===== config.mk =====
export PLATFORM = sky130hd
export DESIGN_NAME = k_smallest_tracker_top
export DESIGN_NICKNAME = d
export VERILOG_FILES = /design/src/hw/rtl/kst_pkg.sv /design/src/hw/rtl/kst_slot_mem.sv /design/src/hw/rtl/k_smallest_tracker_top.sv
export VERILOG_INCLUDE_DIRS = /design/src /design/src/hw/rtl
export SDC_FILE = /design/constraint.sdc
export NUM_CORES = 1
export LEC_CHECK = 0
export BUFFER_PORTS_ARGS = -buffer_cell sky130_fd_sc_hd__buf_2
export CORE_MARGIN = 2
export CORE_UTILIZATION = 40
export CTS_BUF_LIST = sky130_fd_sc_hd__clkbuf_4 sky130_fd_sc_hd__clkbuf_8
export CTS_CLUSTER_DIAMETER = 100
export DETAILED_ROUTE_END_ITERATION = 16
export MAX_ROUTING_LAYER = met4
export SETUP_SLACK_MARGIN = 0.1
export SYNTH_ARGS = -nofsm -noshare
export SYNTH_HDL_FRONTEND = slang
export SYNTH_HIERARCHICAL = 1
export SYNTH_SLANG_ARGS = --single-unit

===== constraint.sdc =====
create_clock -name clk -period 7.3 [get_ports clk]
set_input_delay 1.46 -clock clk [delete_from_list [all_inputs] [get_ports clk]]
set_output_delay 1.46 -clock clk [all_outputs]
set_load 0.03 [all_outputs]

===== src/hw/rtl/k_smallest_tracker_top_macros.svh =====
// assertion macros for the k-smallest tracker
// no dependencies; included by the top level only
`ifndef K_SMALLEST_TRACKER_TOP_MACROS_SVH
`define K_SMALLEST_TRACKER_TOP_MACROS_SVH

// same-cycle implication, disabled in reset
`define KST_ASSERT_IMPLY(label, clk, rst_n, ante, cons) \
    label: assert property (@(posedge clk) disable iff (!rst_n) (ante) |-> (cons)) \
        else $error("k-smallest tracker: same-cycle check failed");

// next-cycle implication, disabled in reset
`define KST_ASSERT_NEXT(label, clk, rst_n, ante, cons) \
    label: assert property (@(posedge clk) disable iff (!rst_n) (ante) |=> (cons)) \
        else $error("k-smallest tracker: next-cycle check failed");

`endif


===== src/hw/rtl/kst_pkg.sv =====
// shared widths, reset values and data type for the k-smallest tracker
// no dependencies; used by kst_slot_mem and k_smallest_tracker_top
package kst_pkg;

    localparam int DATA_W       = 32;
    localparam int KEEP_W       = 5;
    localparam int SLOT_IDX_W   = 4;
    localparam int DEF_MAX_KEEP = 16;

    localparam logic [KEEP_W-1:0] KEEP_RESET = KEEP_W'(16);

    typedef logic signed [DATA_W-1:0] data_t;

endpackage


===== src/hw/rtl/kst_slot_mem.sv =====
// slot storage: one write port, one read port, registered read data
// depends on kst_pkg for the data type
module kst_slot_mem #(
    parameter int MAX_KEEP = kst_pkg::DEF_MAX_KEEP,
    parameter int AW       = kst_pkg::SLOT_IDX_W
) (
    input  logic              clk,
    input  logic              we,
    input  logic [AW-1:0]     waddr,
    input  kst_pkg::data_t    wdata,
    input  logic [AW-1:0]     raddr,
    output kst_pkg::data_t    rdata
);
    import kst_pkg::*;

    data_t slot_mem [MAX_KEEP];
    data_t rdata_reg;

    // write port and registered read port
    always_ff @(posedge clk)
    begin
        if (we)
        begin
            slot_mem[waddr] <= wdata;
        end
        rdata_reg <= slot_mem[raddr];
    end

    assign rdata = rdata_reg;

endmodule


===== src/hw/rtl/k_smallest_tracker_top.sv =====
// k-smallest tracker: keeps the k smallest signed values of a set in a slot memory.
// a value that only fills a slot is stored straight away; once k slots are full a value
// takes one pass over the slot memory read port to find the first maximum.
// the end mark adds k results on consecutive cycles (one too_few result if under k came).
// results cannot be stalled. async reset empties the set and sets keep_count to 16.
// depends on kst_pkg, kst_slot_mem and k_smallest_tracker_top_macros.svh
`include "k_smallest_tracker_top_macros.svh"

module k_smallest_tracker_top #(
    parameter int MAX_KEEP = kst_pkg::DEF_MAX_KEEP
) (
    input  logic                              clk,
    input  logic                              rst_n,
    input  logic                              start,
    output logic                              busy,
    input  kst_pkg::data_t                    sample_value,
    input  logic                              end_of_set,
    input  logic                              cfg_write,
    input  logic [kst_pkg::KEEP_W-1:0]        cfg_data,
    output logic                              strobe,
    output kst_pkg::data_t                    kept_value,
    output logic [kst_pkg::SLOT_IDX_W-1:0]    slot_index,
    output logic                              last_of_run,
    output logic                              too_few
);
    import kst_pkg::*;

    localparam int KW = $clog2(MAX_KEEP + 1);
    localparam int AW = (MAX_KEEP > 1) ? $clog2(MAX_KEEP) : 1;

    localparam logic [1:0] ST_IDLE   = 2'd0;
    localparam logic [1:0] ST_SCAN   = 2'd1;
    localparam logic [1:0] ST_REPORT = 2'd2;

    logic [1:0]            state_reg, state_next;
    logic [KEEP_W-1:0]     keep_count_reg;
    logic [KW-1:0]         fill_reg, fill_next;
    logic [KW-1:0]         k_reg, k_next;
    data_t                 val_reg, val_next;
    logic                  last_reg, last_next;
    logic [AW-1:0]         idx_reg, idx_next;
    data_t                 max_reg, max_next;
    logic [AW-1:0]         pos_reg, pos_next;
    logic                  strobe_reg, strobe_next;
    logic [SLOT_IDX_W-1:0] out_idx_reg, out_idx_next;
    logic                  out_last_reg, out_last_next;
    logic                  out_few_reg, out_few_next;

    logic                  mem_we;
    logic [AW-1:0]         mem_waddr;
    data_t                 mem_wdata;
    logic [AW-1:0]         mem_raddr;
    data_t                 mem_rdata;

    logic [7:0]            keep_ext;
    logic [7:0]            k_sel;
    logic [KW-1:0]         k_eff;
    logic [KW-1:0]         fill_inc;
    logic [KW-1:0]         idx_ext;
    logic [KW-1:0]         idx_inc;
    logic                  idx_at_end;
    data_t                 cand_max;
    logic [AW-1:0]         cand_pos;
    logic                  accept;

    // effective k: zero acts as one, large values clamp to the slot count
    always_comb
    begin
        keep_ext = 8'(keep_count_reg);
        if (keep_ext == 8'd0)
        begin
            k_sel = 8'd1;
        end
        else if (keep_ext > 8'(MAX_KEEP))
        begin
            k_sel = 8'(MAX_KEEP);
        end
        else
        begin
            k_sel = keep_ext;
        end
        k_eff = KW'(k_sel);
    end

    assign accept     = start && (state_reg == ST_IDLE);
    assign fill_inc   = fill_reg + KW'(1);
    assign idx_ext    = KW'(idx_reg);
    assign idx_inc    = idx_ext + KW'(1);
    assign idx_at_end = (idx_ext == (k_reg - KW'(1)));

    // running first maximum over the slot being read out this cycle
    always_comb
    begin
        if (idx_reg == '0)
        begin
            cand_max = mem_rdata;
            cand_pos = '0;
        end
        else if (mem_rdata > max_reg)
        begin
            cand_max = mem_rdata;
            cand_pos = idx_reg;
        end
        else
        begin
            cand_max = max_reg;
            cand_pos = pos_reg;
        end
    end

    // control sequencer
    always_comb
    begin
        state_next    = state_reg;
        fill_next     = fill_reg;
        k_next        = k_reg;
        val_next      = val_reg;
        last_next     = last_reg;
        idx_next      = idx_reg;
        max_next      = max_reg;
        pos_next      = pos_reg;
        strobe_next   = 1'b0;
        out_idx_next  = out_idx_reg;
        out_last_next = out_last_reg;
        out_few_next  = out_few_reg;
        mem_we        = 1'b0;
        mem_waddr     = '0;
        mem_wdata     = sample_value;
        mem_raddr     = '0;

        unique case (state_reg)
            ST_IDLE:
            begin
                if (accept)
                begin
                    k_next    = k_eff;
                    val_next  = sample_value;
                    last_next = end_of_set;
                    idx_next  = '0;
                    if (fill_reg < k_eff)
                    begin
                        // still filling: store in arrival order
                        mem_we    = 1'b1;
                        mem_waddr = AW'(fill_reg);
                        fill_next = fill_inc;
                        if (end_of_set)
                        begin
                            fill_next = '0;
                            if (fill_inc < k_eff)
                            begin
                                strobe_next   = 1'b1;
                                out_idx_next  = '0;
                                out_last_next = 1'b1;
                                out_few_next  = 1'b1;
                            end
                            else
                            begin
                                state_next = ST_REPORT;
                            end
                        end
                    end
                    else
                    begin
                        // slot 0 read is already in flight from idle
                        state_next = ST_SCAN;
                    end
                end
            end
            ST_SCAN:
            begin
                max_next = cand_max;
                pos_next = cand_pos;
                if (idx_at_end)
                begin
                    // replace the first maximum when strictly smaller
                    if (val_reg < cand_max)
                    begin
                        mem_we    = 1'b1;
                        mem_waddr = cand_pos;
                        mem_wdata = val_reg;
                    end
                    idx_next = '0;
                    if (last_reg)
                    begin
                        state_next = ST_REPORT;
                        fill_next  = '0;
                    end
                    else
                    begin
                        state_next = ST_IDLE;
                    end
                end
                else
                begin
                    idx_next  = AW'(idx_inc);
                    mem_raddr = AW'(idx_inc);
                end
            end
            ST_REPORT:
            begin
                // one slot read per cycle, result shown when the data returns
                mem_raddr     = idx_reg;
                strobe_next   = 1'b1;
                out_idx_next  = SLOT_IDX_W'(idx_reg);
                out_last_next = idx_at_end;
                out_few_next  = 1'b0;
                if (idx_at_end)
                begin
                    state_next = ST_IDLE;
                    idx_next   = '0;
                end
                else
                begin
                    idx_next = AW'(idx_inc);
                end
            end
            default:
            begin
                state_next = ST_IDLE;
            end
        endcase
    end

    // control registers
    always_ff @(posedge clk or negedge rst_n)
    begin
        if (!rst_n)
        begin
            state_reg      <= ST_IDLE;
            keep_count_reg <= KEEP_RESET;
            fill_reg       <= '0;
            idx_reg        <= '0;
            strobe_reg     <= 1'b0;
        end
        else
        begin
            state_reg  <= state_next;
            fill_reg   <= fill_next;
            idx_reg    <= idx_next;
            strobe_reg <= strobe_next;
            if (cfg_write)
            begin
                keep_count_reg <= cfg_data;
            end
        end
    end

    // payload registers
    always_ff @(posedge clk)
    begin
        k_reg        <= k_next;
        val_reg      <= val_next;
        last_reg     <= last_next;
        max_reg      <= max_next;
        pos_reg      <= pos_next;
        out_idx_reg  <= out_idx_next;
        out_last_reg <= out_last_next;
        out_few_reg  <= out_few_next;
    end

    kst_slot_mem #(
        .MAX_KEEP (MAX_KEEP),
        .AW       (AW)
    ) u_slot_mem (
        .clk   (clk),
        .we    (mem_we),
        .waddr (mem_waddr),
        .wdata (mem_wdata),
        .raddr (mem_raddr),
        .rdata (mem_rdata)
    );

    // outputs
    assign busy        = (state_reg != ST_IDLE);
    assign strobe      = strobe_reg;
    assign kept_value  = out_few_reg ? data_t'(0) : mem_rdata;
    assign slot_index  = out_idx_reg;
    assign last_of_run = out_last_reg;
    assign too_few     = out_few_reg;

    // checks
    `KST_ASSERT_IMPLY(a_few_is_last, clk, rst_n, strobe_reg && out_few_reg, out_last_reg)
    `KST_ASSERT_IMPLY(a_scan_full, clk, rst_n, state_reg == ST_SCAN, fill_reg >= k_reg)
    `KST_ASSERT_IMPLY(a_report_empty, clk, rst_n, state_reg == ST_REPORT, fill_reg == '0)
    `KST_ASSERT_NEXT(a_write_ends_scan, clk, rst_n, mem_we, state_reg != ST_SCAN)

endmodule

After elaboration in Yosys (flattened, before gate mapping)
Memory sizes are Yosys's and may differ from the RTL's. A register that Yosys moved wholly into a read port is not among the register bits.
Cells that the tools add are included.
{"block": "op_classes", "eq_ne": 12, "order_cmp": 5, "addsub": 3, "mux": 56, "reduce_logical": 14}
{"operator": "$mux 32", "n": 6}
{"operator": "$mux 4", "n": 12}
{"operator": "$mux 5", "n": 7}
{"operator": "$gt 32x32->1", "n": 1}
{"operator": "$lt 32x32->1", "n": 1}
{"operator": "$pmux 4 s2", "n": 4}
{"operator": "$reduce_and 5->1", "n": 3}
{"operator": "$mux 1", "n": 14}
{"operator": "$mux 2", "n": 7}
{"operator": "$lt 5x5->1", "n": 2}
{"operator": "$ne 2x2->1 const B", "n": 5}
{"operator": "$pmux 5 s2", "n": 1}
{"operator": "$pmux 1 s2", "n": 4}
{"operator": "$reduce_bool 2->1", "n": 4}
{"operator": "$ne 3x3->1 const B", "n": 2}
{"operator": "$pmux 2 s3", "n": 1}
{"operator": "$add 5x1->5 const B", "n": 1}
{"operator": "$eq 4x5->1", "n": 1}
{"operator": "$gt 5x5->1 const B", "n": 1}
{"operator": "$logic_not 5->1", "n": 1}
{"operator": "$sub 5x1->5 const B", "n": 1}
{"operator": "$add 4x1->4 const B", "n": 1}
{"operator": "$logic_not 4->1", "n": 1}
{"operator": "$ne 2x1->1 const B", "n": 2}
{"operator": "6 further kinds", "n": 7}
{"block": "totals", "reg_bits": 97, "memories": 1, "mem_bits_rw": 512}
{"name": "u_slot_mem.slot_mem", "words": 16, "width": 32, "read_ports": 1, "rd_clocked_by_memory_dff": 1, "write_ports": 1, "line_no": "kst_slot_mem.sv:16", "rtl": "data_t slot_mem [MAX_KEEP];"}

Logic depth before layout (Yosys ltp)
{"block": "depth", "ltp_word": 9, "mapped_depth": 25, "depth_no_buf": 23}

Hierarchy
The synthesis kept the hierarchy.
{"mod": "kst_slot_mem", "cells_each": 838, "seq_area_each_um2": 16015.4, "area_per_inst_um2": 19835.3, "n_inst": 1}
{"mod": "k_smallest_tracker_top", "cells_each": 646, "seq_area_each_um2": 2829.0, "area_per_inst_um2": 6653.9, "n_inst": 1}

Worst setup path before layout
Ideal clock, no wire load.
{"block": "synth_timing", "path_kind": "reg2reg", "from": "reg max_reg[31]", "to": "mem u_slot_mem/slot_mem[0][0] (netlist bit) (enable)", "slack_ns": -0.748, "arrival_ns": 7.587, "required_time_ns": 6.839, "stages_incl_launch_ff": 25, "cell_sequence": "edfxtp_1 inv_1 ha_1 nand4_2 or4_1 a31oi_1 o21a_1 o21ai_1 nand2_1 clkbuf_1 clkbuf_1 a21oi_1 ha_1 a211oi_1 o21ai_0 o2111ai_1 a21oi_1 nor4_1 nand4_1 o2bb2ai_2 mux2i_4 buf_6 nand2b_1 or3b_2 nor3_1"}
{"block": "synth_between", "elab_chain_cells": 9}
{"item": "from (decl)", "line_no": "k_smallest_tracker_top.sv:42", "rtl": "data_t max_reg, max_next;"}
{"item": "from (signal assigned)", "line_no": "k_smallest_tracker_top.sv:254", "rtl": "max_reg <= max_next;"}
{"item": "$gt 32x32->1", "line_no": "k_smallest_tracker_top.sv:99", "rtl": "else if (mem_rdata > max_reg)"}
{"item": "$mux 32 *", "line_no": "k_smallest_tracker_top.sv:99"}
{"item": "$mux 32 *", "line_no": "k_smallest_tracker_top.sv:94", "rtl": "if (idx_reg == '0)"}
{"item": "$lt 32x32->1 *", "line_no": "k_smallest_tracker_top.sv:176", "rtl": "if (val_reg < cand_max)"}
{"item": "$mux 1 *", "line_no": "k_smallest_tracker_top.sv:176"}
{"item": "$mux 1 *", "line_no": "k_smallest_tracker_top.sv:173", "rtl": "if (idx_at_end)"}
{"item": "$pmux 1 s2 *", "line_no": "k_smallest_tracker_top.sv:131", "rtl": "unique case (state_reg)"}
{"item": "named net mem_we", "line_no": "k_smallest_tracker_top.sv:49", "rtl": "logic mem_we;"}
{"item": "$mux 1 *", "line_no": "kst_slot_mem.sv:22", "rtl": "if (we)"}
{"item": "$mux 1 (implied by the code) *", "line_no": "kst_slot_mem.sv:24", "rtl": "slot_mem[waddr] <= wdata;"}
{"item": "to (decl)", "line_no": "kst_slot_mem.sv:16"}
Mark *: on every way through the listed nets, which the timed path passes. The rest lies on a longest branch.

Worst setup path after layout
{"block": "layout_timing", "from": "reg u_slot_mem.rdata_reg[31] (netlist: u_slot_mem/rdata[31]), read port of u_slot_mem.slot_mem", "to": "mem u_slot_mem/slot_mem[3][18] (netlist bit) (enable)"}
{"block": "layout_between", "elab_chain_cells": 9}
{"item": "from (decl)", "line_no": "kst_slot_mem.sv:17", "rtl": "data_t rdata_reg;"}
{"item": "$gt 32x32->1", "line_no": "k_smallest_tracker_top.sv:99"}
{"item": "$mux 32", "line_no": "k_smallest_tracker_top.sv:99"}
{"item": "$mux 32 *", "line_no": "k_smallest_tracker_top.sv:94"}
{"item": "$lt 32x32->1 *", "line_no": "k_smallest_tracker_top.sv:176"}
{"item": "$mux 1 *", "line_no": "k_smallest_tracker_top.sv:176"}
{"item": "$mux 1 *", "line_no": "k_smallest_tracker_top.sv:173"}
{"item": "$pmux 1 s2 *", "line_no": "k_smallest_tracker_top.sv:131"}
{"item": "named net mem_we", "line_no": "k_smallest_tracker_top.sv:49"}
{"item": "$mux 1 *", "line_no": "kst_slot_mem.sv:22"}
{"item": "$mux 1 (implied by the code) *", "line_no": "kst_slot_mem.sv:24"}
Marks and branches as above.

==> results.md <==
- Syn avg cell area: 17.8 um2
- Final antenna-violating net count: 0
- Slew HR: 36.2%
- DR pass1 iterations: 5
- Die Span Y: 261 um
- Clock Latency Late Sink: 0.71 ns
- # setup viols final: 0
- Kind of cell adding the most delay to the critical path: simple AND/OR/NAND/NOR gates
- Largest net degree at the start of global routing: 50
- Avg Vias per Cell: 5.55
- Clock Sinks: 641
- Pwr dens: 386 mW/mm2
- Routed WL per cell: 24.3 um
- Post-synth EDFFs: 592
- Die area: 0.0683 mm2
- Critical path data arrival time: 7.10 ns
- Status: completed
- Initial antenna violation count: 1
- Peak supply drop: 0.000188 V
- Buffers on Ports: 81
- Dpl hpwl: 38.9 mm
- Leading post-synthesis cells by cell area: edfxtp_1 67%, mux4_2 11%, ha_1 3.7%, dfxtp_1 2.4%, a22oi_1 1.8%
- CP bufs+invs: 2
- Leak: 10.5 nW
- Area Growth Syn to Fin: 15.5%
- Mapped cell area: 0.0265 mm2
- Root Buffer: clkbuf_8
- Largest reg by FF count: u_slot_mem/slot_mem
- Endpoints failing hold: 0
- Worst Path Max Fanout: 35
- Count leader, synth: edfxtp_1
- Sequential fraction of the synthesis area: 71.1%
- Vias in the first global route: 14500
- Max Slew Vio Count: 0
- Max Cap Viol: 0
- First-pass GRT wire length: 94.0 mm
- Largest area contributor in the netlist: edfxtp_1
- CTS tree: built
- #FFs+latches synth: 641
- Share of the synthesized area in the top cell type: 67.1%
- Final #Nets: 1778
- Vias: 14500
- Crit-path cells: ha_1 > nand4_2 > or4_1 > a31oi_1 > nor3_1 > o21ai_1 > nand2_4 > buf_4 > nor2_1 > a21oi_1 > ha_1 > nand3_1 > or3_1 > or3_1 > nor2_1 > o21ai_0 > o2bb2ai_2 > mux2i_4 > nand2b_1 > or3b_2 > nor2_4 > buf_12
- Initial Utilization: 40.4%
- Placer Congestion: 0.833
- Minimum clock period: 6.73 ns
- First-iteration detailed-routing DRC count: 1303
- Slowest cell on crit path: or4_1
- Post-synth top flop: edfxtp_1
- Layout Cell Area excl Fill: 0.0306 mm2
- Startpoint types: register
- FP Rows: 94
- Post-Route Utilization: 46.6%
- Cell variety after synth: 63
- Core footprint: 0.0656 mm2
- Actual slew at the worst max-slew pin: 0.956 ns
- Cells after synthesis: 1484
- Critical Path End Type: register
- Clock Skew: 0.0401 ns
- Hold Crit Class: reg2reg
- Routed WL: 63.5 mm
- Async SR Flop Fraction: 2.65%
- # DRC: 0
- WP data required: 7.67 ns
- All-Layer GR Usage: 19.5%
- Commonest cells post-synth: 592 x edfxtp_1, 128 x mux4_2, 78 x ha_1
- Hold Slack: 0.550 ns
- Synth Net Count: 1604
- Pre-CTS setup slack: 0.553 ns
- Fin crit share: 92.2%
- Fmax: 149 MHz
- Ports: 82
- Largest register FFs: 512
- Htree depth: 3
- Number of diodes: 0
- YS warnings: 6
- RSZ-0062 raised after global routing: no
- FILL cells: 5568
- Placed Instance Area: 0.0284 mm2
- Fin Setup TNS: 0 ns
- Die Wd: 261 um
- Final setup margin: 0.573 ns
- Max incr delay on CP: 0.59 ns
- CTS buffer count: 102
- Share of post-route cells with drive strength above 1: 29.4%
- WS Path Type: reg2reg
- Clock Pin Slew Worst Setup and Hold Paths: 0.06 ns
- GRT overflow: 0
- Clk buf depth: 3
-- worst register-to-register path: stages, from the launching register on --
cell and delay, ns:
dfxtp_1 0.38, ha_1 0.44, nand4_2 0.17, or4_1 0.59
a31oi_1 0.27, nor3_1 0.08, o21ai_1 0.28, nand2_4 0.24
buf_4 0.33, nor2_1 0.16, a21oi_1 0.06, ha_1 0.30
nand3_1 0.10, or3_1 0.42, or3_1 0.42, nor2_1 0.17
o21ai_0 0.13, o2bb2ai_2 0.18, mux2i_4 0.32, nand2b_1 0.22
or3b_2 0.59, nor2_4 0.28, buf_12 0.26
-- cell usage in the layout, fill, tap and decap left out, types with 5 or more instances in the layout --
master	n
xnor2_1	7
inv_1	56
buf_4	40
buf_2	81
mux4_2	128
dfxtp_1	32
mux2_2	36
o211ai_1	5
clkinv_2	14
clkbuf_4	41
nand3_1	14
ha_1	77
nor3_1	7
a21o_1	41
nor2b_1	35
bufinv_16	6
buf_12	11
clkbuf_8	110
a21oi_1	59
nor2_4	14
o21ai_0	20
a22o_1	9
nand4_1	12
nor2_1	54
clkinv_1	14
a22oi_1	64
dfrtp_1	16
edfxtp_1	592
nand2b_1	10
nand2_1	61
-- where the power goes --
group | internal (W) | switching (W)
clock network | 0.00182 | 0.00141
registers | 0.00448 | 0.000273
logic | 0.00160 | 0.00224
-- path summary, 6_finish.rpt --
path / start / end / slack (ns) / cells past startpoint
worst max-delay path: u_slot_mem/rdata[31]$_DFF_P_ / u_slot_mem/slot_mem[3][18]$_DFFE_PP_ / 0.57 / 22
worst min register to register: idx_reg[3]$_DFFE_PN0P_ / idx_reg[3]$_DFFE_PN0P_ / 0.55 / 1
worst min-delay path: idx_reg[3]$_DFFE_PN0P_ / idx_reg[3]$_DFFE_PN0P_ / 0.55 / 1
min in group asynchronous: rst_n / fill_reg[0]$_DFFE_PN0P_ / 0.71 / 1
max in group asynchronous: rst_n / keep_count_reg[4]$_DFFE_PN1P_ / 6.27 / 1
worst max register to register: u_slot_mem/rdata[31]$_DFF_P_ / u_slot_mem/slot_mem[3][18]$_DFFE_PP_ / 0.57 / 22
-- through the flow --
step,instances,total power [W]
floorplan,1484,0.00747
global placement,2417,0.00864
detailed placement,2417,0.00867
CTS,2607,0.0119
global route,2608,0.0125
finish,2608,0.0118
-- area by class of cell --
class | instances | area [um2] | area share (%)
clock buffers | 151 | 1820 | 5.95
clock inverters | 39 | 363 | 1.19
inverters | 56 | 210 | 0.687
multi-input cells | 722 | 7320 | 23.9
flip-flops and latches | 641 | 18800 | 61.6
well taps | 864 | 1080 | 3.53
repair buffers | 135 | 960 | 3.14
-- layer usage --
metal | share of wire [%] | global-route usage [%] | up-vias | routed length, um
met5 | 0 | - | - | 0
met4 | 1.8 | 4.96 | 0 | 1120
met1 | 45 | 27.4 | 7533 | 28700
li1 | - | - | 6318 | -
met2 | 46 | 29.2 | 535 | 29300
met3 | 6.8 | 3.70 | 95 | 4330
-- repair_timing --
item                                    4_1_cts  5_1_grt
resized for setup                             0        4
buffers inserted                              0        1
hold buffers                                  0        0
endpoints found under the setup margin        0      186
-- logic make-up (layout without fill, tap and decap cells) --
group | Yosys count | count (layout) | synth area share (%)
fa+ha+maj | 78 | 78 | 3.68
buf+inv | 121 | 381 | 1.98
flops | 641 | 641 | 71.1
simple gates | 238 | 238 | 4.43
mux | 170 | 170 | 12.7
xor+xnor | 7 | 7 | 0.231
compound gates | 229 | 229 | 5.85
Power figures use the tool's default switching activity.
